--- src/hw/rtl/ccsx_pkg.sv ---
// shared types, constants and round functions for the chacha20 byte combiner
`timescale 1ns / 1ps

package ccsx_pkg;

  typedef logic [31:0]       word_t;
  typedef logic [3:0][31:0]  quad_t;
  typedef logic [15:0][31:0] block_t;
  typedef logic [7:0][31:0]  key_t;
  typedef logic [2:0][31:0]  nonce_t;

  // configuration port
  localparam int CFG_IDX_W  = 3;
  localparam int CFG_DATA_W = 64;
  typedef logic [CFG_IDX_W-1:0] cfg_idx_t;

  typedef enum logic [CFG_IDX_W-1:0] {
    CFG_KEY_PART_0 = 3'd0,
    CFG_KEY_PART_1 = 3'd1,
    CFG_KEY_PART_2 = 3'd2,
    CFG_KEY_PART_3 = 3'd3,
    CFG_NONCE_LOW  = 3'd4,
    CFG_NONCE_HIGH = 3'd5
  } cfg_reg_e;

  // "expand 32-byte k", word 0 in the low lane
  localparam quad_t SIGMA = {32'h6b206574, 32'h79622d32, 32'h3320646e, 32'h61707865};

  localparam int ROT_A = 16;
  localparam int ROT_B = 12;
  localparam int ROT_C = 8;
  localparam int ROT_D = 7;

  localparam int BLOCK_BYTES = 64;
  localparam int POS_W       = $clog2(BLOCK_BYTES);

  // queue between front and back
  localparam int QUEUE_DEPTH = 4;
  localparam int QPTR_W      = $clog2(QUEUE_DEPTH);

  typedef struct packed {
    logic [7:0]       data;
    logic [POS_W-1:0] pos;
    word_t            ctr;
    logic             new_blk;
  } item_t;

  typedef struct packed {
    logic  start;
    word_t ctr;
  } core_req_t;

  typedef struct packed {
    logic  busy;
    logic  done;
    word_t ctr;
  } core_stat_t;

  function automatic word_t rotl(word_t v, int n);
    return (v << n) | (v >> (32 - n));
  endfunction

  // lanes: 0 = a, 1 = b, 2 = c, 3 = d
  function automatic quad_t qr_mix(quad_t q);
    word_t a;
    word_t b;
    word_t c;
    word_t d;
    a = q[0];
    b = q[1];
    c = q[2];
    d = q[3];
    a = a + b; d = rotl(d ^ a, ROT_A);
    c = c + d; b = rotl(b ^ c, ROT_B);
    a = a + b; d = rotl(d ^ a, ROT_C);
    c = c + d; b = rotl(b ^ c, ROT_D);
    return {d, c, b, a};
  endfunction

endpackage

--- src/hw/rtl/ccsx_front.sv ---
// front end: accepts bytes, tracks byte position and block counter
`timescale 1ns / 1ps

module ccsx_front (
  input  logic              clk,
  input  logic              rst,
  input  logic              in_valid,
  input  logic [7:0]        data_byte,
  input  logic              message_start,
  input  logic              full,
  output logic              in_stall,
  output logic              push,
  output ccsx_pkg::item_t   item
);
  import ccsx_pkg::*;

  logic [POS_W-1:0] pos;
  word_t            ctr;
  logic [POS_W-1:0] pos_eff;
  word_t            ctr_eff;

  assign in_stall = full;
  assign push     = in_valid && !full;

  assign pos_eff = message_start ? '0 : pos;
  assign ctr_eff = message_start ? '0 : ctr;

  assign item = '{data: data_byte, pos: pos_eff, ctr: ctr_eff, new_blk: (pos_eff == '0)};

  always_ff @(posedge clk) begin
    if (rst) begin
      pos <= '0;
      ctr <= '0;
    end else if (push) begin
      pos <= pos_eff + POS_W'(1);
      ctr <= ctr_eff + ((pos_eff == '1) ? 32'd1 : 32'd0);
    end
  end

endmodule

--- config.mk ---
export PLATFORM = sky130hd
export DESIGN_NAME = ccsx_front
export DESIGN_NICKNAME = d
export VERILOG_FILES = /design/src/hw/rtl/ccsx_pkg.sv /design/src/hw/rtl/ccsx_front.sv
export SDC_FILE = /design/constraint.sdc
export NUM_CORES = 1
export LEC_CHECK = 0
export BUFFER_PORTS_ARGS = -buffer_cell sky130_fd_sc_hd__buf_2
export CAP_MARGIN = 10
export CELL_PAD_IN_SITES_DETAIL_PLACEMENT = 1
export CELL_PAD_IN_SITES_GLOBAL_PLACEMENT = 1
export CORE_MARGIN = 3
export CORE_UTILIZATION = 30
export CTS_BUF_LIST = sky130_fd_sc_hd__clkbuf_16
export DETAILED_ROUTE_END_ITERATION = 8
export PLACE_DENSITY = 0.7
export SKIP_LAST_GASP = 1
export SLEW_MARGIN = 5
export SYNTH_ARGS = -nofsm -noshare
export SYNTH_HDL_FRONTEND = slang
export SYNTH_SLANG_ARGS = --single-unit
--- constraint.sdc ---
create_clock -name clk -period 3.5 [get_ports clk]
set_input_delay 1.05 -clock clk [delete_from_list [all_inputs] [get_ports clk]]
set_output_delay 1.05 -clock clk [all_outputs]
set_load 0.01 [all_outputs]
==> metrics.md <==
| Metric | Value |
|---|---|
| Max-cap violations | `0` |
| Post-route DRC | `0` |
| Count of mapped cells out of synthesis | `around 310` |
| Number of hold buffers added after CTS | `0` |
| Final worst path period need | `between 3000 and 4000 ps` |
| GR Overflow Total | `0` |
| Post-synthesis simple-gate area fraction | `between 30 and 40%` |
| Number of rows in the core area | `31` |
| Initial cell density of the core | `approximately a third` |
| Wire length of the first global-routing pass | `10.8 mm` |
| Max-slew violation count | `0` |
| PnR Total Power | `between 900 and 1000 uW` |
| CTS HTree Levels | `2` |
| Average instance area after synthesis | `7.58 um^2` |
| YS warnings | `0` |
| Global router's overall resource usage | `15.3%` |
| Final instance area | `0.00280 mm^2` |
| Fin util | `between 30% and 40%` |
| Setup TNS Final | `0 ps` |
| Final setup vio count | `0` |
| Fmax achieved | `approximately 320 MHz` |
| 1st-iter DRT viols | `56` |
| Buffer count from post-CTS setup fixing | `0` |
| Endpoint class of the critical path | `register` |
| Power density over the cells | `328 mW/mm^2` |
| Status | `complete, no violations` |
| Maximum fanout along the worst path | `9` |
| Clk pin slew, worst setup/hold paths | `around 60 ps` |
| Hold Fails Final Rpt | `0` |
| Mux cell area share after synthesis | `1.44%` |
| Maximum number of pins on one net before global-route repair | `between 40 and 50` |
| Total detailed-routing wirelength | `between 6 and 7 mm` |
| Count of fill cells added during filler insertion | `between 900 and 1000` |
| Fraction of layout instances using a drive strength above 1 | `a little over a fifth` |
| Path class of the lowest-slack min-delay path | `register to register` |
| Distinct cell type count of the synthesized netlist | `42` |
| Synthesized netlist net count | `326` |
| Synthesized flop and latch total | `38` |
| Leakage component of the power | `roughly 0.0011 uW` |
| Number of antenna violations at the first check in global routing | `0` |
| PortBufs | `45` |
| CTS Buffer Depth | `2` |
| Summed instance area of the synthesized netlist | `between 0.002 and 0.0025 mm^2` |
| Share of the cycle needed by the critical path after routing | `between 90% and 100%` |
| Via count of the first global-routing pass | `around 2200` |
| Dominant combinational cell family by area after synthesis | `simple AND/OR/NAND/NOR gates` |
| Die span in x | `roughly 94 um` |
| Placeable Area | `~0.0074 mm^2` |
| Reg area | `761 um^2` |
| CTS buffer count | `5` |
| Adder and majority gate portion of the synthesized area | `between 2 and 2.5%` |
| Largest clock skew in the final design | `between 4 and 5 ps` |
| Overall die height | `94.3 um` |
| Cell area reported after detailed placement | `0.00266 mm^2` |
| Total via count in the routed design | `~2200` |
| Largest vdd supply drop | `0.000165 V` |
| Number of iterations in the first detailed-routing pass | `4` |
| Clock sink count | `38` |
| Number of I/O pins | `62` |
| Detailed-placement wirelength estimate | `~4.8 mm` |
| Global placement routability congestion | `approximately 0.76` |
| Crit path launch type | `input pin` |
| Worst hold slack across all endpoints | `roughly 470 ps` |
| Final net count | `364` |
| Seq/Total Area, Yosys | `around 32%` |
| Full die area | `around 0.0089 mm^2` |
| Antenna Violating Nets Remaining | `0` |
| Vias per Instance | `around 5.0` |
| Actual transition at the worst max-transition pin | `556 ps` |
| Synth Area in XOR/XNOR | `under 10%` |
| Arr. time, crit path | `approximately 3300 ps` |
| Clock tree from TritonCTS | `built` |
| Asr flop ratio synth | `0%` |
| Layout overhead on the synthesized area | `19.5%` |
| Number of enable flip-flop cells after synthesis | `0` |
| Footprint of the multi-input gates | `about 0.0014 mm^2` |
| Total inserted antenna cells | `0` |
| Predominant post-synthesis flop cell | `sky130_fd_sc_hd__dfxtp_1` |
| Compound-gate portion of the synthesized area | `around 11%` |
| Tightest slew margin relative to the limit | `a little over three fifths` |
| Unrepaired setup endpoints after global routing | `no` |
| Number of gates resized after CTS | `0` |
| Crit path kind | `input pin to register` |
| Cell at the root of the clock tree | `sky130_fd_sc_hd__clkbuf_16` |
| Average routed wire per standard cell | `roughly 15 um` |
| Worst EP required | `between 3000 and 4000 ps` |
| Clock latency on the worst-skew pair | `~280 ps` |
-- metrics by stage --
step	setup slack (ps)	cells
2_1_floorplan	1.66	309
3_3_place_gp	147	439
3_5_place_dp	69.9	439
4_1_cts	337	447
5_1_grt	160	447
6_report	342	447
-- worst paths after layout --
path | startpoint | endpoint | slack [ps] | cells past startpoint
max reg2reg | pos[1]$_SDFFE_PP0P_ | ctr[28]$_SDFFE_PP0P_ | 910 | 10
max | message_start | ctr[28]$_SDFFE_PP0P_ | 340 | 11
min | ctr[0]$_SDFFE_PP0P_ | ctr[0]$_SDFFE_PP0P_ | 470 | 2
min reg2reg | ctr[0]$_SDFFE_PP0P_ | ctr[0]$_SDFFE_PP0P_ | 470 | 2
-- placed cells by master (no fill, tap or decap), types with 10 or more instances in the layout --
cell type	n
sky130_fd_sc_hd__buf_2	45
sky130_fd_sc_hd__xor2_1	14
sky130_fd_sc_hd__nor2b_1	33
sky130_fd_sc_hd__nor2_1	39
sky130_fd_sc_hd__a21oi_1	17
sky130_fd_sc_hd__nand2_1	42
sky130_fd_sc_hd__nand3_1	10
sky130_fd_sc_hd__buf_4	11
sky130_fd_sc_hd__dfxtp_1	38
sky130_fd_sc_hd__o21ai_0	11
-- layer usage --
layer	track usage [%]	share of wire, %
met1	19.6	47
met2	26.3	49
met3	3.03	2.8
met4	3.73	0.80
met5	0	0
-- state kept, by name, summed over array words and instances (netlist names) --
signal and cells:
pos 6, ctr 32
-- worst max-delay path, stage by stage --
cell and delay [ps]:
sky130_fd_sc_hd__buf_2 160, sky130_fd_sc_hd__nor2b_2 160, sky130_fd_sc_hd__ha_2 240, sky130_fd_sc_hd__nand3_1 90, sky130_fd_sc_hd__nor2_1 140, sky130_fd_sc_hd__ha_1 220
sky130_fd_sc_hd__and4_1 290, sky130_fd_sc_hd__nand4_4 200, sky130_fd_sc_hd__nor4_4 320, sky130_fd_sc_hd__nand3_1 130, sky130_fd_sc_hd__mux2_1 310
-- cell families after synthesis --
kind of cell	Yosys count
simple gates	172
compound gates	43
flops	38
buf+inv	33
xor+xnor	16
fa+ha+maj	4
mux	3
-- final cells by class --
cell class | instances | share of cell area (%)
clock inverters | 3 | 0.447
multi-input cells | 238 | 50.8
well taps | 99 | 4.43
repair buffers | 57 | 11.7
flip-flops and latches | 38 | 27.2
inverters | 7 | 0.939
clock buffers | 5 | 4.47
-- power by group --
| group | leakage [uW] | total [uW] | switching, uW | internal (uW) |
|---|---|---|---|---|
| logic | 0.000751 | 52.8 | 37.0 | 15.8 |
| registers | 0.000306 | 434 | 0.753 | 434 |
| clock network | 0.0000724 | 430 | 173 | 258 |
-- Yosys cell counts (all sizes together), types with 3 or more instances --
cell	count	area (um^2)
nand2	42	158
nor2	40	153
dfxtp	38	761
nor2b	35	219
a21oi	17	85.1
buf	15	98.8
xor2	14	123
clkbuf	11	41.3
o21ai	11	55.1
nand3	10	50.1
nor3	10	60.1
nand4	9	71.3
inv	7	26.3
a22oi	5	37.5
nor4	5	52.6
and2	4	25.0
and3	4	25.0
ha	4	50.1
and4	3	26.3
and4b	3	30.0
mux2	3	33.8
nand4b	3	26.3
No activity file was read; power rests on OpenSTA's default activity.
