--- config.mk ---
export PLATFORM = sky130hd
export DESIGN_NAME = ccsx_back
export DESIGN_NICKNAME = d
export VERILOG_FILES = /design/src/hw/rtl/ccsx_pkg.sv /design/src/hw/rtl/ccsx_back.sv
export SDC_FILE = /design/constraint.sdc
export NUM_CORES = 1
export LEC_CHECK = 0
export ABC_AREA = 1
export BUFFER_PORTS_ARGS = -buffer_cell sky130_fd_sc_hd__buf_2
export CELL_PAD_IN_SITES_DETAIL_PLACEMENT = 1
export CELL_PAD_IN_SITES_GLOBAL_PLACEMENT = 1
export CORE_ASPECT_RATIO = 1.1
export CORE_UTILIZATION = 46
export CTS_BUF_LIST = sky130_fd_sc_hd__clkbuf_4 sky130_fd_sc_hd__clkbuf_8 sky130_fd_sc_hd__clkbuf_16
export DETAILED_ROUTE_END_ITERATION = 10
export GPL_TIMING_DRIVEN = 0
export PLACE_DENSITY = 0.91
export SLEW_MARGIN = 25
export SYNTH_ARGS = -nofsm -noshare
export SYNTH_HDL_FRONTEND = slang
export SYNTH_SLANG_ARGS = --single-unit
--- constraint.sdc ---
create_clock -name clk -period 35.3 [get_ports clk]
set_input_delay 1.765 -clock clk [delete_from_list [all_inputs] [get_ports clk]]
set_output_delay 1.765 -clock clk [all_outputs]
set_load 0.1 [all_outputs]
--- src/hw/rtl/ccsx_pkg.sv ---
// shared types, constants and round functions for the chacha20 byte combiner
`timescale 1ns / 1ps

package ccsx_pkg;

  typedef logic [31:0]       word_t;
  typedef logic [3:0][31:0]  quad_t;
  typedef logic [15:0][31:0] block_t;
  typedef logic [7:0][31:0]  key_t;
  typedef logic [2:0][31:0]  nonce_t;

  // configuration port
  localparam int CFG_IDX_W  = 3;
  localparam int CFG_DATA_W = 64;
  typedef logic [CFG_IDX_W-1:0] cfg_idx_t;

  typedef enum logic [CFG_IDX_W-1:0] {
    CFG_KEY_PART_0 = 3'd0,
    CFG_KEY_PART_1 = 3'd1,
    CFG_KEY_PART_2 = 3'd2,
    CFG_KEY_PART_3 = 3'd3,
    CFG_NONCE_LOW  = 3'd4,
    CFG_NONCE_HIGH = 3'd5
  } cfg_reg_e;

  // "expand 32-byte k", word 0 in the low lane
  localparam quad_t SIGMA = {32'h6b206574, 32'h79622d32, 32'h3320646e, 32'h61707865};

  localparam int ROT_A = 16;
  localparam int ROT_B = 12;
  localparam int ROT_C = 8;
  localparam int ROT_D = 7;

  localparam int BLOCK_BYTES = 64;
  localparam int POS_W       = $clog2(BLOCK_BYTES);

  // queue between front and back
  localparam int QUEUE_DEPTH = 4;
  localparam int QPTR_W      = $clog2(QUEUE_DEPTH);

  typedef struct packed {
    logic [7:0]       data;
    logic [POS_W-1:0] pos;
    word_t            ctr;
    logic             new_blk;
  } item_t;

  typedef struct packed {
    logic  start;
    word_t ctr;
  } core_req_t;

  typedef struct packed {
    logic  busy;
    logic  done;
    word_t ctr;
  } core_stat_t;

  function automatic word_t rotl(word_t v, int n);
    return (v << n) | (v >> (32 - n));
  endfunction

  // lanes: 0 = a, 1 = b, 2 = c, 3 = d
  function automatic quad_t qr_mix(quad_t q);
    word_t a;
    word_t b;
    word_t c;
    word_t d;
    a = q[0];
    b = q[1];
    c = q[2];
    d = q[3];
    a = a + b; d = rotl(d ^ a, ROT_A);
    c = c + d; b = rotl(b ^ c, ROT_B);
    a = a + b; d = rotl(d ^ a, ROT_C);
    c = c + d; b = rotl(b ^ c, ROT_D);
    return {d, c, b, a};
  endfunction

endpackage

--- src/hw/rtl/ccsx_back.sv ---
// back end: block buffers, prefetch control and output register
`timescale 1ns / 1ps

module ccsx_back (
  input  logic                 clk,
  input  logic                 rst,
  input  logic                 flush,
  input  logic                 head_valid,
  input  ccsx_pkg::item_t      head,
  output logic                 pop,
  input  ccsx_pkg::core_stat_t stat,
  input  ccsx_pkg::block_t     core_words,
  output ccsx_pkg::core_req_t  req,
  output logic                 out_valid,
  input  logic                 out_stall,
  output logic [7:0]           out_byte
);
  import ccsx_pkg::*;

  block_t pf_words;
  word_t  pf_ctr;
  logic   pf_valid;
  block_t cur_words;
  word_t  cur_ctr;

  logic   pf_hit;
  logic   need;
  logic   blk_ok;
  logic   out_free;
  logic   consume;
  word_t  cur_word;
  logic [7:0] ks;

  assign pf_hit   = pf_valid && (pf_ctr == head.ctr);
  assign need     = head_valid && head.new_blk && !pf_hit;
  assign blk_ok   = !head.new_blk || pf_hit;
  assign out_free = !out_valid || !out_stall;
  assign pop      = head_valid && blk_ok && out_free;
  assign consume  = pop && head.new_blk;

  assign cur_word = cur_words[head.pos[POS_W-1:2]];
  assign ks       = head.new_blk ? pf_words[0][7:0]
                                 : 8'(cur_word >> {head.pos[1:0], 3'b000});

  // demand fetch wins over prefetch of the following block
  always_comb begin
    req.ctr   = need ? head.ctr : cur_ctr + 32'd1;
    req.start = 1'b0;
    if (!flush) begin
      if (need) begin
        req.start = !(stat.busy && stat.ctr == head.ctr);
      end else begin
        req.start = !pf_valid && !stat.busy;
      end
    end
  end

  always_ff @(posedge clk) begin
    if (rst) begin
      pf_valid  <= 1'b0;
      cur_ctr   <= '1;
      out_valid <= 1'b0;
    end else begin
      if (flush) begin
        pf_valid <= 1'b0;
      end else if (stat.done) begin
        pf_valid <= 1'b1;
      end else if (consume) begin
        pf_valid <= 1'b0;
      end
      if (consume) begin
        cur_ctr <= pf_ctr;
      end
      if (pop) begin
        out_valid <= 1'b1;
      end else if (!out_stall) begin
        out_valid <= 1'b0;
      end
    end
  end

  always_ff @(posedge clk) begin
    if (stat.done && !flush) begin
      pf_words <= core_words;
      pf_ctr   <= stat.ctr;
    end
    if (consume) begin
      cur_words <= pf_words;
    end
    if (pop) begin
      out_byte <= head.data ^ ks;
    end
  end

endmodule

==> summary.md <==
| Metric | Value |
|---|---|
| R2R setup slack | 31.55 ns |
| Clock Root Buffer | clkbuf_16 |
| Rel. slew slack | 0.222 |
| Top-area cell type share of the netlist area | 0.782 |
| Cell taking the most area after synthesis | edfxtp_1 |
| Seq pwr share | 0.516 |
| Final Critical Period | ~6.2 ns |
| Total track usage | 0.348 |
| Port Buffers | ~640 |
| WP data arrival | about 4.5 ns |
| Worst setup EP type | primary output |
| Actual slew at the worst max-slew pin | approximately 1.2 ns |
| Met2 WL | 79900 µm |
| Via Count | between 20000 and 30000 |
| Cells after Synth | approximately 3000 |
| Pre-CTS WS | ~30 ns |
| Leak Pwr | 19.4 nW |
| Net Sw Frac | 0.246 |
| Area of the core | approximately 88000 µm² |
| Terminus of the critical flop-to-flop path | cur_words[225]$_DFFE_PP_ |
| Worst Hold Class | reg2reg |
| Final Util | 0.569 |
| Status | finished clean |
| Die span in x | 286 µm |
| CP max FO | 10 |
| Multi-input gate area | between 7000 and 8000 µm² |
| Clock power frac | 0.420 |
| Die height | 315 µm |
| Starting density of the core | 0.465 |
| Sw Pwr | 0.717 mW |
| Final WL | between 150000 and 200000 µm |
| Number of synthesized flops with an enable pin | roughly 1100 |
| DR WL met3 | 15200 µm |
| Maxcap violations | 0 |
| Required time worst endpoint | 33.53 ns |
| Row count | ~110 |
| Final setup viols | 0 |
| DR vias/cell | about 5.8 |
| Area growth syn-to-layout | 22.6% |
| Die area | ~90000 µm² |
| Top_reg_cell synth | edfxtp_1 |
| Pin count of the biggest net entering global routing | between 100 and 150 |
| Final Cycle Share | 0.177 |
| Htree depth | 3 |
| DRC Markers | 0 |
| Placed inst area | around 46000 µm² |
| Reg2reg start | pf_ctr[14]$_DFFE_PP_ |
| Filler cells | roughly 9000 |
| Unrepaired setup endpoints after global routing | false |
| Vias in the first global route | between 30000 and 40000 |
| FF+latch area | approximately 33000 µm² |
| Synth warnings | 0 |
| Final instance area | about 50000 µm² |
| Io pins | between 600 and 700 |
| Gr ovfl total | 0 |
| Final Hold Viols | 0 |
| Worst setup path startpoint | head[15] |
| Initial antenna violation count | 91 |
| Iteration-0 DRC count of the detailed router | roughly 3700 |
| First-pass GRT wire length | ~220000 µm |
| Syn_nets | between 3000 and 4000 |
| Highest routed metal layer | met5 |
| PD cells | just under 60 nW/µm² |
| Ys async rst share | 0 |
| Clock sink count | around 1100 |
| Upper clock frequency limit | ~0.16 GHz |
| Min-Delay Endpoint | cur_words[314]$_DFFE_PP_ |
| Clk buf depth | 3 |
| WL/cell | 32.2 µm |
| Layout cell share with drive strength beyond 1 | 0.262 |
| Synth Cell Area | between 40000 and 50000 µm² |
| Clock transition at path regs | 0.07 ns |
| Yosys reg bits | 1098 |
| Worst setup margin | just under 30 ns |
| # resized after CTS | 0 |
| Postcts setup bufs | 0 |
| Peak VDD IR | roughly 0.000061 V |
| Post-Syn Area per Cell | 14.0 µm² |
| Routed Antenna Nets | 0 |
| Worst-skew pair later-pin latency | about 0.74 ns |
| Worst setup SP type | primary input |
| Seq/Total Area, Yosys | 0.798 |
| R2R depth | 10 |
| Post-DP HPWL | approximately 110000 µm |
| P_int | ~2.2 mW |
| Distinct cells, synth | 39 |
| Combinational group share of total power | 0.065 |
| Clock skew | approximately 0.074 ns |
| Total CTS buffers | between 100 and 150 |
| Nets@finish | between 4000 and 5000 |
| Hold depth | 0 |
| Most common cell after layout, fill and taps aside | edfxtp_1 |
| Met1 WL | roughly 54000 µm |
| Pre-Repair DR Iteration Count | 6 |
| Hold path start | pf_words[314]$_DFFE_PP_ |
| Area contributors post-synth | edfxtp_1 (78%), nand2_1 (7.7%), nand3_1 (6.6%) |
| Gpl congestion | 0.916 |
| Setup_tns | 0 ns |
| CTS hold repair buffers | 0 |
| CTS tree | built |
| Final slew viol count | 0 |
| Worst Path Class, Setup | in2out |
| Most frequent cells in the layout | edfxtp_1 (1064), nand2_1 (844), buf_2 (714) |
## cell families after synthesis
family	after synthesis	synth area share
and+or+nand+nor	1510	0.161
AOI/OAI and AO/OA	45	0.00600
DFF	1098	0.798
buffers and inverters	219	0.0240
xor gates and xnor gates	47	0.0101
adders and majority gates	1	0.000306
## synth_stat cells (19+ instances only)
master    number
nand3_1      536
xor2_1        28
buf_2         78
dfxtp_1       34
nand2_1      844
clkbuf_1      30
nor2_1        48
nand4_1       23
inv_1         80
xnor2_1       19
o21ai_0       32
edfxtp_1    1064
## routing by layer
metal,global-route usage,vias to the layer above
met5,0,-
met4,0.207,30
met3,0.0715,641
li1,-,12100
met1,0.399,14500
met2,0.601,2178
## registers in the layout, summed over array words and instances (netlist names)
register	cells
out_byte	8
out_valid	1
cur_ctr	32
pf_valid	1
pf_words	512
cur_words	512
pf_ctr	32
## power groups by stage
stage	Clock [mW]	Sequential [mW]	Combinational (mW)
after CTS	1.22	1.50	0.184
final	1.22	1.50	0.188
after global placement	0	1.55	0.161
after floorplan	0	1.54	0.0764
after global routing	1.26	1.50	0.196
after detailed placement	0	1.53	0.178
## critical path, stage by stage
cell and delay (ns):
buf_2 0.13, xnor2_1 0.33, nand3_1 0.11, nor2_1 0.12, nand2_1 0.07, nor2_1 0.24
nand3_1 0.18, nand2_2 0.12, clkbuf_1 0.48, o21ai_0 0.32, nand2_1 0.14, buf_2 0.43
## worst max path at each step
stage                                   end  slack, ns
floorplan               pf_ctr[0]$_DFFE_PP_       9.20
global placement    pf_words[471]$_DFFE_PP_      -0.02
detailed placement                  req[14]      29.20
CTS                                 req[14]      29.19
global route                        req[14]      29.02
finish                              req[14]      29.06
## stage by stage
stage | hold slack (ns) | power, mW | std cells
4_1_cts | 0.390 | 2.91 | 4949
2_1_floorplan | 0.400 | 1.62 | 2920
5_1_grt | 0.400 | 2.96 | 5008
3_3_place_gp | 0.401 | 1.72 | 4716
3_5_place_dp | 0.405 | 1.71 | 4746
6_report | 0.379 | 2.92 | 5027
## area by class of cell
class / instances / share of cell area
Inverter: 91 / 0.00682
Buffer: 128 / 0.0129
Multi-Input combinational cell: 1603 / 0.145
Tap cell: 1160 / 0.0290
Antenna cell: 78 / 0.00390
Clock inverter: 83 / 0.0180
Sequential cell: 1098 / 0.651
Clock buffer: 120 / 0.0554
Timing Repair Buffer: 666 / 0.0774
Note: power is estimated with default switching activity, not from simulation.
