<file path="config.mk">
export PLATFORM = sky130hd
export DESIGN_NAME = ccsx_core
export DESIGN_NICKNAME = d
export VERILOG_FILES = /design/src/hw/rtl/ccsx_pkg.sv /design/src/hw/rtl/ccsx_core.sv
export SDC_FILE = /design/constraint.sdc
export NUM_CORES = 2
export LEC_CHECK = 0
export ABC_CLOCK_PERIOD_IN_PS = 25100
export BUFFER_PORTS_ARGS = -buffer_cell sky130_fd_sc_hd__buf_2
export CAP_MARGIN = 10
export CORE_AREA = 3 3 385 387
export CTS_CLUSTER_DIAMETER = 30
export DETAILED_ROUTE_END_ITERATION = 16
export DIE_AREA = 0 0 388 390
export GPL_TIMING_DRIVEN = 0
export PLACE_DENSITY = 0.81
export REMOVE_ABC_BUFFERS = 1
export SLEW_MARGIN = 40
export SYNTH_ARGS = -nofsm -noshare
export SYNTH_HDL_FRONTEND = slang
export SYNTH_SLANG_ARGS = --single-unit
</file>
<file path="constraint.sdc">
create_clock -name clk -period 25.1 [get_ports clk]
set_input_delay 0 -clock clk [delete_from_list [all_inputs] [get_ports clk]]
set_output_delay 0 -clock clk [all_outputs]
set_load 0.05 [all_outputs]
</file>
<file path="src/hw/rtl/ccsx_pkg.sv">
// shared types, constants and round functions for the chacha20 byte combiner
`timescale 1ns / 1ps

package ccsx_pkg;

  typedef logic [31:0]       word_t;
  typedef logic [3:0][31:0]  quad_t;
  typedef logic [15:0][31:0] block_t;
  typedef logic [7:0][31:0]  key_t;
  typedef logic [2:0][31:0]  nonce_t;

  // configuration port
  localparam int CFG_IDX_W  = 3;
  localparam int CFG_DATA_W = 64;
  typedef logic [CFG_IDX_W-1:0] cfg_idx_t;

  typedef enum logic [CFG_IDX_W-1:0] {
    CFG_KEY_PART_0 = 3'd0,
    CFG_KEY_PART_1 = 3'd1,
    CFG_KEY_PART_2 = 3'd2,
    CFG_KEY_PART_3 = 3'd3,
    CFG_NONCE_LOW  = 3'd4,
    CFG_NONCE_HIGH = 3'd5
  } cfg_reg_e;

  // "expand 32-byte k", word 0 in the low lane
  localparam quad_t SIGMA = {32'h6b206574, 32'h79622d32, 32'h3320646e, 32'h61707865};

  localparam int ROT_A = 16;
  localparam int ROT_B = 12;
  localparam int ROT_C = 8;
  localparam int ROT_D = 7;

  localparam int BLOCK_BYTES = 64;
  localparam int POS_W       = $clog2(BLOCK_BYTES);

  // queue between front and back
  localparam int QUEUE_DEPTH = 4;
  localparam int QPTR_W      = $clog2(QUEUE_DEPTH);

  typedef struct packed {
    logic [7:0]       data;
    logic [POS_W-1:0] pos;
    word_t            ctr;
    logic             new_blk;
  } item_t;

  typedef struct packed {
    logic  start;
    word_t ctr;
  } core_req_t;

  typedef struct packed {
    logic  busy;
    logic  done;
    word_t ctr;
  } core_stat_t;

  function automatic word_t rotl(word_t v, int n);
    return (v << n) | (v >> (32 - n));
  endfunction

  // lanes: 0 = a, 1 = b, 2 = c, 3 = d
  function automatic quad_t qr_mix(quad_t q);
    word_t a;
    word_t b;
    word_t c;
    word_t d;
    a = q[0];
    b = q[1];
    c = q[2];
    d = q[3];
    a = a + b; d = rotl(d ^ a, ROT_A);
    c = c + d; b = rotl(b ^ c, ROT_B);
    a = a + b; d = rotl(d ^ a, ROT_C);
    c = c + d; b = rotl(b ^ c, ROT_D);
    return {d, c, b, a};
  endfunction

endpackage

</file>
<file path="src/hw/rtl/ccsx_core.sv">
// keystream block generator, one round per cycle plus feed-forward
`timescale 1ns / 1ps

module ccsx_core #(
  parameter int DOUBLE_ROUNDS = 10
) (
  input  logic                 clk,
  input  logic                 rst,
  input  ccsx_pkg::key_t       key,
  input  ccsx_pkg::nonce_t     nonce,
  input  ccsx_pkg::core_req_t  req,
  input  logic                 kill,
  output ccsx_pkg::core_stat_t stat,
  output ccsx_pkg::block_t     words
);
  import ccsx_pkg::*;

  localparam int NROUNDS = 2 * DOUBLE_ROUNDS;
  localparam int RW      = $clog2(NROUNDS + 1);
  localparam logic [RW-1:0] LAST = RW'(NROUNDS);

  block_t        w;
  block_t        w_rnd;
  block_t        init;
  logic          busy;
  logic [RW-1:0] rnd;
  word_t         ctr;

  logic [1:0] d1;
  logic [1:0] d2;
  logic [1:0] d3;
  logic [3:0] ib;
  logic [3:0] ic;
  logic [3:0] id;
  quad_t      q_in;
  quad_t      q_out;

  // even rounds work on columns, odd rounds on diagonals
  assign d1 = rnd[0] ? 2'd1 : 2'd0;
  assign d2 = rnd[0] ? 2'd2 : 2'd0;
  assign d3 = rnd[0] ? 2'd3 : 2'd0;

  always_comb begin
    w_rnd = w;
    ib    = '0;
    ic    = '0;
    id    = '0;
    q_in  = '0;
    q_out = '0;
    for (int i = 0; i < 4; i++) begin
      ib    = {2'b01, 2'(2'(i) + d1)};
      ic    = {2'b10, 2'(2'(i) + d2)};
      id    = {2'b11, 2'(2'(i) + d3)};
      q_in  = {w[id], w[ic], w[ib], w[i]};
      q_out = qr_mix(q_in);
      w_rnd[i]  = q_out[0];
      w_rnd[ib] = q_out[1];
      w_rnd[ic] = q_out[2];
      w_rnd[id] = q_out[3];
    end
  end

  always_comb begin
    for (int i = 0; i < 16; i++) begin
      words[i] = w[i] + init[i];
    end
  end

  assign stat = '{busy: busy, done: busy && (rnd == LAST), ctr: ctr};

  always_ff @(posedge clk) begin
    if (rst) begin
      busy <= 1'b0;
      rnd  <= '0;
    end else if (kill) begin
      busy <= 1'b0;
    end else if (req.start) begin
      busy <= 1'b1;
      rnd  <= '0;
    end else if (busy) begin
      if (rnd == LAST) begin
        busy <= 1'b0;
      end else begin
        rnd <= rnd + RW'(1);
      end
    end
  end

  always_ff @(posedge clk) begin
    if (req.start && !kill) begin
      init <= {nonce, req.ctr, key, SIGMA};
      w    <= {nonce, req.ctr, key, SIGMA};
      ctr  <= req.ctr;
    end else if (busy && rnd != LAST) begin
      w <= w_rnd;
    end
  end

endmodule

</file>
==> flow_summary.yaml, run 1 <==
synthesis:
  synthCells: 9704
  ys_async_sr_fraction_pct: 0
  synth.avg_cell_area_um2: 8.97
  ys_seq_elements: 902
  yosysTopAreaCell: "edfxtp_1"
  synthDominantCellAreaShare_pct: 26.5
  synth_area_mm2: 0.0870
  synth_edf_count: 768
  yosysUniqueCellTypes: 101
  ys_warn_count: 0
  seq_area_frac_synth_pct: 29.6
  synthTopCellsByArea: "edfxtp_1 (27%), ha_1 (13%), xnor2_1 (9.9%)"
  ys.flop_type: "edfxtp_1"
run_status:
  run_status: "did not finish"
  stop_stage: "global routing"
  first-error: "[ERROR GRT-0116] Global routing finished with congestion. Check the congestion regions in the DRC Viewer."
placement:
  gp_congestion: 1.20
  hpwl_um: 384000
  io_buffers: 933
die:
  io_pins: 934
  die-width_um: 388
  rows: 140
  initial_core_util_pct: 59.9
  die_y_um: 390
clock_network:
  cts_buffers: 212
  cts_sinks: 902
  cts_buffer_depth: 3
  cts_max_level: 4
  clock-root-buffer: "clkbuf_16"
  cts.repair.resized: 0
global_route:
  grt_max_degree: 100
  grt_pass1_wl_um: 918000
  grt_pass1_vias: 113000
  track_usage_pct: 85.5
  overflow: 3708
==> Yosys cell counts (31+ instances only) <==
cell	n
xnor2_1	979
nand2_1	898
ha_1	874
a21oi_1	851
edfxtp_1	768
nor2_1	611
o21ai_0	555
xor2_1	489
inv_1	447
a21o_1	365
mux2i_1	327
nand3_1	199
clkbuf_1	196
mux2_2	194
o21ai_1	140
dfxtp_1	134
nor3_1	133
nand2b_1	125
o21a_1	119
nor2b_1	95
o21bai_1	95
a211oi_1	88
a31oi_1	71
and3_1	65
nand4_1	64
o211ai_1	59
a22o_1	49
and2_1	44
o221ai_1	43
o31ai_1	43
buf_1	41
buf_4	38
or3_1	37
a22oi_1	31
==> timing repair <==
action,in CTS
hold buffers,777
endpoints found under the hold margin,831
buffers inserted,0
==> cells by family after synthesis <==
group | count (synthesis) | share of synthesized area (%)
mux | 521 | 6.27
buf+inv | 739 | 3.37
xor+xnor | 1477 | 15.0
simple gates | 2369 | 12.4
fa+ha+maj | 902 | 13.2
compound gates | 2794 | 20.2
flops | 902 | 29.6
==> through the flow <==
stage	cell area [um2]	setup WS [ps]	hold slack, ps	cells	utilization, %
floorplan	85800	-15700	72.4	9416	-
global placement	92800	-46420	191	12300	63.9
detailed placement	95500	6970	193	12300	65.8
CTS	111000	6810	0.636	13500	76.3
==> routing by layer <==
metal	global-route usage, %	GRT overflow
met2	96.8	869
met1	85.6	1306
met4	83.7	468
met3	77.0	963
met5	46.2	102
==> inputs of run 2 (changes only) <==
CORE_AREA = 3 3 471 473   (was 3 3 385 387)
CTS_CLUSTER_DIAMETER = unset   (was 30)
DIE_AREA = 0 0 474 476   (was 0 0 388 390)
PLACE_DENSITY = unset   (was 0.81)
PLACE_DENSITY_LB_ADDON = 0.15   (was unset)
==> run 2 against run 1 <==
Effect of this change:
- the run now ends clean
- synthesized cell count unchanged
- synthesized area unchanged
==> flow_summary.yaml, run 2 <==
run_status:
  run_status: "finished, final reports clean"
layout:
  nets: 12600
  final_cell_mix: "buf_2 (933), nand2_1 (894), ha_1 (874)"
  top_register: "w"
  stdcell_count: 14300
  fillers: 20200
  layout_commonest_cell: "buf_2"
  final_util_pct: 50.5
  largest_reg_flops: 480
  syn_to_final_growth_pct: 26.1
  drive_above_1_share_pct: 15.9
synthesis:
  seq_area_frac_synth_pct: 29.6
  synth.avg_cell_area_um2: 8.97
  ys_warn_count: 0
  ys_async_sr_fraction_pct: 0
  ys.flop_type: "edfxtp_1"
  yosysUniqueCellTypes: 101
  synthDominantCellAreaShare_pct: 26.5
  yosysTopAreaCell: "edfxtp_1"
  synthTopCellsByArea: "edfxtp_1 (27%), ha_1 (13%), xnor2_1 (9.9%)"
  synth_area_mm2: 0.0870
  synth_edf_count: 768
  synthCells: 9704
  ys_seq_elements: 902
  yosys-top-cells-count: "xnor2_1 (979), nand2_1 (898), ha_1 (874), a21oi_1 (851), edfxtp_1 (768)"
  synth.most_common_cell: "xnor2_1"
route:
  final_antenna_net_count: 0
  drc: 0
  dr.pass1.iters: 6
  drt_iter0_markers: 10700
  vias: 88900
  drt-total-wl_um: 523000
  avgRoutedWirePerCell_um: 36.7
  vias_per_cell: 6.23
global_route:
  grt_max_degree: 93
  antenna_found_initial: 57
  grt_pass1_vias: 83500
  grt_pass1_wl_um: 691000
  overflow: 0
  track_usage_pct: 44.6
die:
  io_pins: 934
  rows: 171
  coreArea_mm2: 0.217
  die_area_mm2: 0.226
  die_y_um: 476
  die-width_um: 474
  initial_core_util_pct: 40.0
timing:
  holdWs_ps: 21.4
  finClkSkew_ps: 65.9
  finalSetupViolations: 0
  slew_viol_final: 0
  rsz0062_at_grt: "false"
  finalCriticalPeriod_ps: 19700
  fin_crit_sh_pct: 78.5
  final_hold_viol_count: 0
  worstMarginPinSlew_ps: 1080
  max_freq_mhz: 50.8
  setup_tns_ps: 0
  maxSlewHeadroom_pct: 27.9
critical_path:
  critPathSlowestCell: "xor2_1"
  worstSetupPathType: "reg2reg"
  crit_path_end_kind: "register"
  start_kind: "register"
  arrival_ps: 20380
  crit_fanout: 39
  crit_top_cell: "buf_12"
  max_stage_delay_ps: 890
  cp_data_required_time_ps: 25780
clock_network:
  cts_max_level: 3
  post_cts_buffers: 0
  clk_pin_slew_ps: 60
  clock-root-buffer: "clkbuf_16"
  cts_buffer_depth: 3
  cts_buffers: 112
  cts_sinks: 902
  clk_latency_ps: 840
  cts_tree: "yes"
placement:
  hpwl_um: 443000
  io_buffers: 933
  dp.cells: 13300
  gp_congestion: 1.10
flow_run:
  cap_violations: 0
worst_hold_path:
  worstHoldPathType: "in2reg"
[run 2: cell counts after synthesis]
No cell type changed its count.
[run 2: per-layer routing]
metal	track usage, %	share of wire [%]	vias up
met4	33.9	9.2	28
met1	54.9	39	43600
met2	68.0	43	5483
li1	-	-	38500
met5	0	0.039	-
met3	9.80	9.4	1251
[run 2: critical path: cells and delay by family (launching register included)]
kind                       cells  cell delay [ps]
AOI/OAI and AO/OA             24             7160
xor gates and xnor gates       8             4490
adders and majority gates      4             1550
buffers and inverters         10             2420
DFF                            1              590
muxes                          1              860
and+or+nand+nor               10             2210
[run 2: cell families after synthesis]
logic type | Yosys count | synth area share (%)
compound gates | 2794 | 20.2
mux | 521 | 6.27
buf+inv | 739 | 3.37
simple gates | 2369 | 12.4
xor+xnor | 1477 | 15.0
fa+ha+maj | 902 | 13.2
flops | 902 | 29.6
[run 2: final timing paths]
kind | slack (ps) | startpoint | depth (start not counted) | endpoint
setup / recovery | 5400 | rnd[0]$_SDFFE_PP0P_ | 57 | w[225]$_DFFE_PP_
setup reg to reg | 5400 | rnd[0]$_SDFFE_PP0P_ | 57 | w[225]$_DFFE_PP_
hold reg to reg | 510 | w[32]$_SDFFE_PP0P_ | 2 | w[32]$_SDFFE_PP0P_
hold / removal | 20 | key[28] | 2 | init[156]$_DFFE_PP_
[run 2: area by class of cell]
cell class | instances | area [um2] | share of cell area (%)
clock buffer | 151 | 3010 | 2.74
clock inverter | 63 | 767 | 0.699
sequential | 902 | 25700 | 23.5
timing repair buffer | 1745 | 13600 | 12.4
inverter | 451 | 1720 | 1.57
tap | 2854 | 3570 | 3.25
multi-input combinational | 8063 | 61200 | 55.8
antenna | 35 | 87.6 | 0.0798
[run 2: timing repair]
item | 4_1_cts | 5_1_grt
endpoints found under the hold margin | 786 | 0
resized for setup | 0 | 0
hold buffers | 727 | 0
endpoints found under the setup margin | 0 | 0
[run 2: through the flow]
step	setup WS [ps]	cell area, um2
CTS	5970	110000
detailed placement	6060	98500
floorplan	-15700	85800
finish	5400	110000
global route	5230	110000
global placement	-55520	94000
Power of run 2 is not shown: default switching activity piles up to over one toggle a cycle in this logic, so the estimate is an artifact.
