<file path="src/hw/rtl/ccsx_pkg.sv">
// shared types, constants and round functions for the chacha20 byte combiner
`timescale 1ns / 1ps

package ccsx_pkg;

  typedef logic [31:0]       word_t;
  typedef logic [3:0][31:0]  quad_t;
  typedef logic [15:0][31:0] block_t;
  typedef logic [7:0][31:0]  key_t;
  typedef logic [2:0][31:0]  nonce_t;

  // configuration port
  localparam int CFG_IDX_W  = 3;
  localparam int CFG_DATA_W = 64;
  typedef logic [CFG_IDX_W-1:0] cfg_idx_t;

  typedef enum logic [CFG_IDX_W-1:0] {
    CFG_KEY_PART_0 = 3'd0,
    CFG_KEY_PART_1 = 3'd1,
    CFG_KEY_PART_2 = 3'd2,
    CFG_KEY_PART_3 = 3'd3,
    CFG_NONCE_LOW  = 3'd4,
    CFG_NONCE_HIGH = 3'd5
  } cfg_reg_e;

  // "expand 32-byte k", word 0 in the low lane
  localparam quad_t SIGMA = {32'h6b206574, 32'h79622d32, 32'h3320646e, 32'h61707865};

  localparam int ROT_A = 16;
  localparam int ROT_B = 12;
  localparam int ROT_C = 8;
  localparam int ROT_D = 7;

  localparam int BLOCK_BYTES = 64;
  localparam int POS_W       = $clog2(BLOCK_BYTES);

  // queue between front and back
  localparam int QUEUE_DEPTH = 4;
  localparam int QPTR_W      = $clog2(QUEUE_DEPTH);

  typedef struct packed {
    logic [7:0]       data;
    logic [POS_W-1:0] pos;
    word_t            ctr;
    logic             new_blk;
  } item_t;

  typedef struct packed {
    logic  start;
    word_t ctr;
  } core_req_t;

  typedef struct packed {
    logic  busy;
    logic  done;
    word_t ctr;
  } core_stat_t;

  function automatic word_t rotl(word_t v, int n);
    return (v << n) | (v >> (32 - n));
  endfunction

  // lanes: 0 = a, 1 = b, 2 = c, 3 = d
  function automatic quad_t qr_mix(quad_t q);
    word_t a;
    word_t b;
    word_t c;
    word_t d;
    a = q[0];
    b = q[1];
    c = q[2];
    d = q[3];
    a = a + b; d = rotl(d ^ a, ROT_A);
    c = c + d; b = rotl(b ^ c, ROT_B);
    a = a + b; d = rotl(d ^ a, ROT_C);
    c = c + d; b = rotl(b ^ c, ROT_D);
    return {d, c, b, a};
  endfunction

endpackage

</file>
<file path="src/hw/rtl/ccsx_queue.sv">
// short item queue between front and back
`timescale 1ns / 1ps

module ccsx_queue (
  input  logic             clk,
  input  logic             rst,
  input  logic             push,
  input  ccsx_pkg::item_t  wr_item,
  output logic             full,
  output logic             head_valid,
  output ccsx_pkg::item_t  head,
  input  logic             pop
);
  import ccsx_pkg::*;

  item_t             mem [QUEUE_DEPTH];
  logic [QPTR_W-1:0] wr_ptr;
  logic [QPTR_W-1:0] rd_ptr;
  logic [QPTR_W:0]   count;

  assign full       = (count == (QPTR_W+1)'(QUEUE_DEPTH));
  assign head_valid = (count != '0);
  assign head       = mem[rd_ptr];

  always_ff @(posedge clk) begin
    if (rst) begin
      wr_ptr <= '0;
      rd_ptr <= '0;
      count  <= '0;
    end else begin
      if (push) begin
        wr_ptr <= wr_ptr + QPTR_W'(1);
      end
      if (pop) begin
        rd_ptr <= rd_ptr + QPTR_W'(1);
      end
      case ({push, pop})
        2'b10:   count <= count + (QPTR_W+1)'(1);
        2'b01:   count <= count - (QPTR_W+1)'(1);
        default: count <= count;
      endcase
    end
  end

  always_ff @(posedge clk) begin
    if (push) begin
      mem[wr_ptr] <= wr_item;
    end
  end

endmodule

</file>
<file path="config.mk">
export PLATFORM = sky130hd
export DESIGN_NAME = ccsx_queue
export DESIGN_NICKNAME = d
export VERILOG_FILES = /design/src/hw/rtl/ccsx_pkg.sv /design/src/hw/rtl/ccsx_queue.sv
export SDC_FILE = /design/constraint.sdc
export NUM_CORES = 1
export LEC_CHECK = 0
export BUFFER_PORTS_ARGS = -buffer_cell sky130_fd_sc_hd__buf_2
export CAP_MARGIN = 5
export CORE_ASPECT_RATIO = 0.9
export CORE_MARGIN = 2
export CORE_UTILIZATION = 45
export CTS_BUF_LIST = sky130_fd_sc_hd__clkbuf_8
export CTS_CLUSTER_DIAMETER = 40
export DETAILED_ROUTE_END_ITERATION = 16
export PLACE_DENSITY = 0.72
export RECOVER_POWER = 50
export SLEW_MARGIN = 20
export SYNTH_ARGS = -nofsm -noshare
export SYNTH_HDL_FRONTEND = slang
export SYNTH_SLANG_ARGS = --single-unit
</file>
<file path="constraint.sdc">
create_clock -name clk -period 5.3 [get_ports clk]
set_input_delay 0.265 -clock clk [delete_from_list [all_inputs] [get_ports clk]]
set_output_delay 0.265 -clock clk [all_outputs]
set_load 0.03 [all_outputs]
</file>
==> results of run 1 <==
layout make-up:
type | count | share of cell area
Sequential cell | 197 | 0.6713
Timing Repair Buffer | 144 | 0.1007
Multi-Input combinational cell | 77 | 0.1489
Inverter | 3 | 0.001296
Clock buffer | 17 | 0.02694
Clock inverter | 15 | 0.02175
Tap cell | 202 | 0.02910
worst reg2reg max path: stages (launching register included):
cell                      delay (ns)
sky130_fd_sc_hd__dfxtp_1        0.42
sky130_fd_sc_hd__ha_1           0.16
sky130_fd_sc_hd__and2_0         1.18
sky130_fd_sc_hd__buf_4          0.57
metal layers:
metal / GRT usage / vias up / share of wire
li1: - / 1514 / -
met1: 0.2022 / 1782 / 0.42
met2: 0.2572 / 82 / 0.51
met3: 0.05535 / 10 / 0.053
met4: 0.05094 / 0 / 0.010
met5: 0 / - / 0
Yosys cell counts, types with 2 or more instances:
| cell type | count |
|---|---|
| sky130_fd_sc_hd__xnor2_1 | 3 |
| sky130_fd_sc_hd__or3_1 | 2 |
| sky130_fd_sc_hd__edfxtp_1 | 188 |
| sky130_fd_sc_hd__mux2i_1 | 2 |
| sky130_fd_sc_hd__buf_2 | 4 |
| sky130_fd_sc_hd__xor2_1 | 2 |
| sky130_fd_sc_hd__mux4_2 | 47 |
| sky130_fd_sc_hd__dfxtp_1 | 9 |
| sky130_fd_sc_hd__and2_1 | 4 |
| sky130_fd_sc_hd__inv_1 | 3 |
| sky130_fd_sc_hd__nor2_1 | 7 |
| sky130_fd_sc_hd__ha_1 | 5 |
| sky130_fd_sc_hd__clkbuf_1 | 2 |
| sky130_fd_sc_hd__buf_12 | 3 |
cells by family after synthesis:
logic type / synth area share
flip-flops: 0.8054
multiplexers: 0.1491
AND/OR/NAND/NOR: 0.01038
buffers and inverters: 0.01626
adder cells (fa/ha/maj): 0.01142
XOR/XNOR: 0.006055
AO/OA/AOI/OAI: 0.001383
registers in the layout (all words and copies together) (netlist names), named ones only:
| signal | flops |
|---|---|
| mem | 188 |
| count | 3 |
| rd_ptr | 2 |
| wr_ptr | 2 |
power groups by stage:
stage	Combinational, mW	Sequential [mW]	Clock [mW]
final	0.403	1.83	0.983
after global routing	0.429	1.84	1.07
after CTS	0.414	1.84	1.02
after detailed placement	0.390	1.87	0
after global placement	0.381	1.87	0
after floorplan	0.302	1.84	0
worst paths after layout:
kind         startpoint  cells after the start   endpoint  slack, ns
max           wr_ptr[0]                      3  mem[3][0]       2.62
min reg2reg    count[2]                      2   count[2]       0.54
max reg2reg   wr_ptr[0]                      3  mem[3][0]       2.62
min                 rst                      2   register       0.07
stage by stage:
stage	setup slack [ns]	cells	utilization	power, mW	area (µm²)
after floorplan	3.223	288	-	2.137	7233
after global placement	3.125	583	0.5095	2.247	7923
after detailed placement	3.135	583	0.5095	2.261	7923
after CTS	2.602	655	0.5625	3.265	8746
after global routing	2.323	655	0.5586	3.347	8686
final	2.617	655	0.5586	3.219	8686
==> metrics.md, run 1 <==
| Metric | Value |
|---|---|
| Antenna violations before repair | 0 |
| Quantity of gates resized following cts | 0 |
| Routability-driven placement congestion ratio | 0.6720 |
| Inserted Clock Buffers | 17 |
| Area growth from synthesis to final layout | 20.08% |
| Final Skew | 0.01135 ns |
| Relative contribution of the clock network to total power | 0.306 |
| Remaining antenna violation count after routing | 0 |
| DRT Wirelength | 12.81 mm |
| Port Buffers | 99 |
| Top-area cell type share of the netlist area | 0.7805 |
| CP startpoint kind | register |
| Clock-pin slew of the registers on the worst-case setup and hold paths | 0.10 ns |
| Switching power total | 830.8 µW |
| TritonCTS clock tree | yes |
| Largest incremental delay on the critical path | 1.18 ns |
| Run status | complete, but fails checks |
| Wire length of the first global-routing pass | 19.73 mm |
| Total standard cell area after synthesis | 0.007233 mm² |
| Ys Warns | 0 |
| Cell breakdown of the critical path | ha_1 -> and2_0 -> buf_4 |
| Area of the multi-input gates | 0.001294 mm² |
| Unique cell type count in the Yosys netlist | 21 |
| Hold Violations, Final | 0 |
| Final worst path period share | 0.5062 |
| Effective utilization at floorplan | 0.4652 |
| Number of synthesized register bits | 197 |
| Most common library cell in the layout ignoring fill and taps | sky130_fd_sc_hd__edfxtp_1 |
| Cell count after synthesis | 288 |
| Maximum fanout encountered on the critical timing path | 27 |
| Part of the total power dissipated in sequential elements | 0.569 |
| Worst Path Buf+Inv | 1 |
| Sequential cell area | 0.005831 mm² |
| Count of final setup violators | 0 |
| Post-cts hold buffer count | 40 |
| Vias post-DR | 3388 |
| Largest net degree at the start of global routing | 48 |
| Rel. slew slack | -0.05935 |
| Overall overflow remaining after global route | 0 |
| Commonest non-fill, non-tap cells in the layout | sky130_fd_sc_hd__edfxtp_1 (188), sky130_fd_sc_hd__buf_2 (52), sky130_fd_sc_hd__mux4_2 (47), sky130_fd_sc_hd__clkbuf_1 (47), sky130_fd_sc_hd__dlygate4sd3_1 (40) |
| Critical Path Slowest Stage Cell | sky130_fd_sc_hd__and2_0 |
| Number of flops mapped to enable cells by yosys | 188 |
| Critical Path RT | 5.41 ns |
| Fraction of layout cells with a size suffix above 1 | 0.3091 |
| Sink Count | 197 |
| Cell area power density | 370.6 mW/mm² |
| Internal Dissipation | 2.388 mW |
| Core outline area | 0.01555 mm² |
| Vias in the first global route | 3692 |
| CP Data Arrival Time | 2.79 ns |
| Highest clock frequency the design can meet | 372.8 MHz |
| Hold crit path type | input port to register |
| Top cells by area in the synthesized netlist | sky130_fd_sc_hd__edfxtp_1 (78%), sky130_fd_sc_hd__mux4_2 (15%), sky130_fd_sc_hd__dfxtp_1 (2.5%), sky130_fd_sc_hd__ha_1 (0.86%), sky130_fd_sc_hd__buf_12 (0.83%) |
| # fillers | 1184 |
| RSZ-0062 raised after global routing | no |
| Number of nets in the synthesized netlist | 345 |
| Die Y | 124.3 µm |
| Worst vdd rail ir drop | 0.2237 mV |
| Die Span X | 137.6 µm |
| Power share of the combinational group | 0.125 |
| Final worst path period need | 2.683 ns |
| GRT Util Overall | 0.1592 |
| Setup TNS | 0 ns |
| Die Outline Area | 0.01711 mm² |
| Mean number of vias per cell | 5.173 |
| Final layout net count | 497 |
| Static leakage | 2.848 nW |
| Post-detailed-placement half-perimeter wirelength | 7.722 mm |
| Final Slew Violations | 22 |
| Commonest register cell after synthesis | sky130_fd_sc_hd__edfxtp_1 |
| Failing checks | max-capacitance violations, max-slew violations |
| Clock root buffer | sky130_fd_sc_hd__clkbuf_8 |
| Initial drt markers | 209 |
| Maximum capacitance violations | 1 |
| Switching power share of the total | 0.2581 |
| Detailed-router iteration count before antenna repair | 4 |
| Antenna diode count | 0 |
| Number of top-level pins | 100 |
| Worst setup path category | register to register |
| Worst Max-Slew Pin Slew | 1.588 ns |
| Mean instance size in the synthesized netlist | 25.12 µm² |
| Kind of end point of the critical path | register |
| Maximum clock path buffer count | 2 |
| Standard-cell rows | 43 |
| Skew-Pair Late Insertion Delay | 0.46 ns |
| Sequential area share after synthesis | 0.8054 |
| Post-CTS Setup Repair Bufs | 0 |
| Fraction of registers with async set/reset | 0 |
| Number of remaining DRC errors | 0 |
| Family with the most delay on the worst path | simple AND/OR/NAND/NOR gates |
| H-tree lvl count | 4 |
| Largest area contributor in the synthesized netlist | sky130_fd_sc_hd__edfxtp_1 |
| Fin Hold WS | 0.06801 ns |
| Routed WL per cell | 19.56 µm |
No activity file was read; power rests on OpenSTA's default activity.
==> run 2: changes to the inputs <==
--- a/config.mk
+++ b/config.mk
@@ -5,6 +5,7 @@
 export SDC_FILE = /design/constraint.sdc
 export NUM_CORES = 1
 export LEC_CHECK = 0
+export ABC_AREA = 1
 export BUFFER_PORTS_ARGS = -buffer_cell sky130_fd_sc_hd__buf_2
 export CAP_MARGIN = 5
 export CORE_ASPECT_RATIO = 0.9
==> constraint.sdc (replaced) <==
create_clock -name clk -period 2.8 [get_ports clk]
set_input_delay 0.14 -clock clk [delete_from_list [all_inputs] [get_ports clk]]
set_output_delay 0.14 -clock clk [all_outputs]
set_load 0.03 [all_outputs]
==> run 2 against run 1 <==
Against the previous run: the flow now finishes without violations; sequential share of layout area fell by 4.6 points; highest routed layer unchanged; die area rose by 7.9%; sequential power rose by 86%; largest power group unchanged; first-iteration DRC count rose by 84%; via count rose by 38%; clock power rose by 83%; register-to-register slack got worse by 1.8 ns; largest cell class unchanged.
==> metrics.md, run 2 <==
| Metric | Value |
|---|---|
| Dpl ws | 0.7477 ns |
| Effective utilization at floorplan | 0.4617 |
| Post-synth top cells | sky130_fd_sc_hd__edfxtp_1 (188), sky130_fd_sc_hd__o21ai_0 (86), sky130_fd_sc_hd__nor2_1 (77) |
| Final Skew | 0.007045 ns |
| Vias in the first global route | 4654 |
| Setup TNS | 0 ns |
| Die Span X | 143 µm |
| Skew-Pair Late Insertion Delay | 0.46 ns |
| Met1 routing resource usage after global routing | 0.2221 |
| Count of final setup violators | 0 |
| Highest clock frequency the design can meet | 392.0 MHz |
| Routed WL per cell | 17.17 µm |
| Maximum clock path buffer count | 2 |
| Detailed-router iteration count before antenna repair | 5 |
| Die Y | 129.1 µm |
| Port Buffers | 99 |
| Top-area cell type share of the netlist area | 0.7215 |
| Ys Warns | 0 |
| Unique cell type count in the Yosys netlist | 23 |
| CP Data Arrival Time | 2.41 ns |
| Inserted Clock Buffers | 17 |
| Routability-driven placement congestion ratio | 0.7259 |
| CP startpoint kind | register |
| Commonest register cell after synthesis | sky130_fd_sc_hd__edfxtp_1 |
| Area growth from synthesis to final layout | 19.25% |
| Fraction of registers with async set/reset | 0 |
| Worst Max-Slew Pin Slew | 1.359 ns |
| Top cells by area in the synthesized netlist | sky130_fd_sc_hd__edfxtp_1 (72%), sky130_fd_sc_hd__o21ai_0 (5.5%), sky130_fd_sc_hd__o22ai_2 (4.3%), sky130_fd_sc_hd__nor2_4 (3.9%), sky130_fd_sc_hd__nor2_1 (3.7%) |
| Most common library cell in the layout ignoring fill and taps | sky130_fd_sc_hd__edfxtp_1 |
| Final layout net count | 716 |
| Overall overflow remaining after global route | 0 |
| Run status | completed |
| Total standard cell area after synthesis | 0.007825 mm² |
| Least setup slack across all paths after layout | 0.2490 ns |
| H-tree lvl count | 4 |
| Maximum fanout encountered on the critical timing path | 48 |
| Commonest non-fill, non-tap cells in the layout | sky130_fd_sc_hd__edfxtp_1 (188), sky130_fd_sc_hd__o21ai_0 (86), sky130_fd_sc_hd__nor2_1 (77) |
| Die Outline Area | 0.01846 mm² |
| Final worst path period share | 0.9111 |
| GR Util met3 | 0.04767 |
| Clock-pin slew of the registers on the worst-case setup and hold paths | 0.09 ns |
| Standard-cell rows | 45 |
| RSZ-0062 raised after global routing | no |
| Cell count after synthesis | 514 |
| Clock root buffer | sky130_fd_sc_hd__clkbuf_8 |
| Largest net degree at the start of global routing | 49 |
| Number of flops mapped to enable cells by yosys | 188 |
| Final Slew Violations | 0 |
| TritonCTS clock tree | yes |
| Final worst path period need | 2.551 ns |
| Rel. slew slack | 0.09383 |
| Static leakage | 3.142 nW |
| Antenna violations before repair | 1 |
| Post-detailed-placement half-perimeter wirelength | 9.025 mm |
| Most common cell in the netlist | sky130_fd_sc_hd__edfxtp_1 |
| Worst setup path category | register to primary output |
| Number of flip-flops in the largest register | 188 |
| Kind of end point of the critical path | primary output |
| Number of nets in the synthesized netlist | 571 |
| # fillers | 1401 |
| Hold crit path type | input port to register |
| Global Route met2 Usage | 0.2913 |
| Registers with the most flip-flops | mem x188, count x3 |
| Number of remaining DRC errors | 0 |
| Initial drt markers | 385 |
| Mean number of vias per cell | 5.149 |
| Number of top-level pins | 100 |
| Core outline area | 0.01695 mm² |
| Sequential area share after synthesis | 0.7445 |
| Number of synthesized register bits | 197 |
| Fraction of layout cells with a size suffix above 1 | 0.2235 |
| Vias post-DR | 4670 |
| Hold Violations, Final | 0 |
| Wire length of the first global-routing pass | 23.98 mm |
| Sink Count | 197 |
| Top Usage Layer GRT | met2 |
| Remaining antenna violation count after routing | 0 |
| Critical Path RT | 2.66 ns |
| Biggest register | mem |
| Mean instance size in the synthesized netlist | 15.22 µm² |
| Maximum capacitance violations | 0 |
| Overall power after layout | 6.051 mW |
| Quantity of gates resized following cts | 0 |
| Largest area contributor in the synthesized netlist | sky130_fd_sc_hd__edfxtp_1 |
| DRT Wirelength | 15.58 mm |
| Worst vdd rail ir drop | 0.3233 mV |
| Cell area power density | 648.5 mW/mm² |
| GRT Util Overall | 0.1742 |
[run 2: cell types whose count changed in the layout (fill, tap and decap cells not counted), sizes merged, moves of 2 or more]
cell and delta:
dlygate4sd3 +9, mux2i -2, nand2 +9, clkbuf +2, o21ai +98, or3 -2, inv +8, clkinvlp +2
and2 -4, o22ai +47, xnor2 -3, mux4 -47, nor2 +97, a21oi +2
[run 2: logic make-up (layout without fill, tap and decap cells)]
logic type                 count (synthesis)  after routing  synth area share
AOI/OAI and AO/OA                        149            149            0.1258
and+or+nand+nor                          116            116           0.08203
buffers and inverters                     45            202           0.03598
other                                      0              1                 0
DFF                                      197            197            0.7445
adders and majority gates                  6              6           0.01055
xor gates and xnor gates                   1              1          0.001119
[run 2: power breakdown]
group,switching (mW),internal [mW]
Clock,0.925,0.872
Combinational,0.578,0.264
Sequential,0.0531,3.36
Total,1.56,4.50
[run 2: final cells by class]
class | instances | area, µm² | share of cell area
timing repair buffer | 156 | 1033 | 0.1108
antenna | 1 | 2.502 | 0.0002682
clock buffer | 17 | 234.0 | 0.02507
clock inverter | 14 | 160.2 | 0.01716
multi-input combinational | 272 | 1718 | 0.1841
inverter | 15 | 58.81 | 0.006302
tap | 235 | 294.0 | 0.03151
sequential | 197 | 5831 | 0.6248
[run 2: through the flow]
step,instances,util,hold WS [ns],cell area (µm²)
finish,907,0.5506,0.04906,9331
global route,907,0.5506,0.03999,9331
CTS,906,0.5549,0.01736,9404
detailed placement,826,0.5027,0.3250,8519
global placement,826,0.5027,0.3135,8519
floorplan,514,-,0.2124,7825
[run 2: metal layers]
metal	vias to the layer above	routed length, µm
met4	0	168
li1	2195	-
met2	145	7776
met5	-	0
met1	2309	6719
met3	21	909
[run 2: what timing repair did]
action                    4_1_cts  5_1_grt
hold buffers                   49        0
buffers inserted                0        0
hold endpoints to repair      193        0
[run 2: final timing paths]
path / startpoint / endpoint / slack (ns) / depth (start not counted)
max: register / head[11] / 0.25 / 5
max reg2reg: wr_ptr[0] / mem[3][25] / 0.77 / 4
min: push / wr_ptr[1] / 0.05 / 3
min reg2reg: rd_ptr[1] / register / 0.44 / 1
[run 2: critical path, cell delays in order (launching register included)]
cell	delay (ns)
sky130_fd_sc_hd__dfxtp_4	0.51
sky130_fd_sc_hd__inv_4	0.47
sky130_fd_sc_hd__buf_4	0.38
sky130_fd_sc_hd__o21ai_0	0.12
sky130_fd_sc_hd__o22ai_1	0.22
sky130_fd_sc_hd__buf_2	0.24
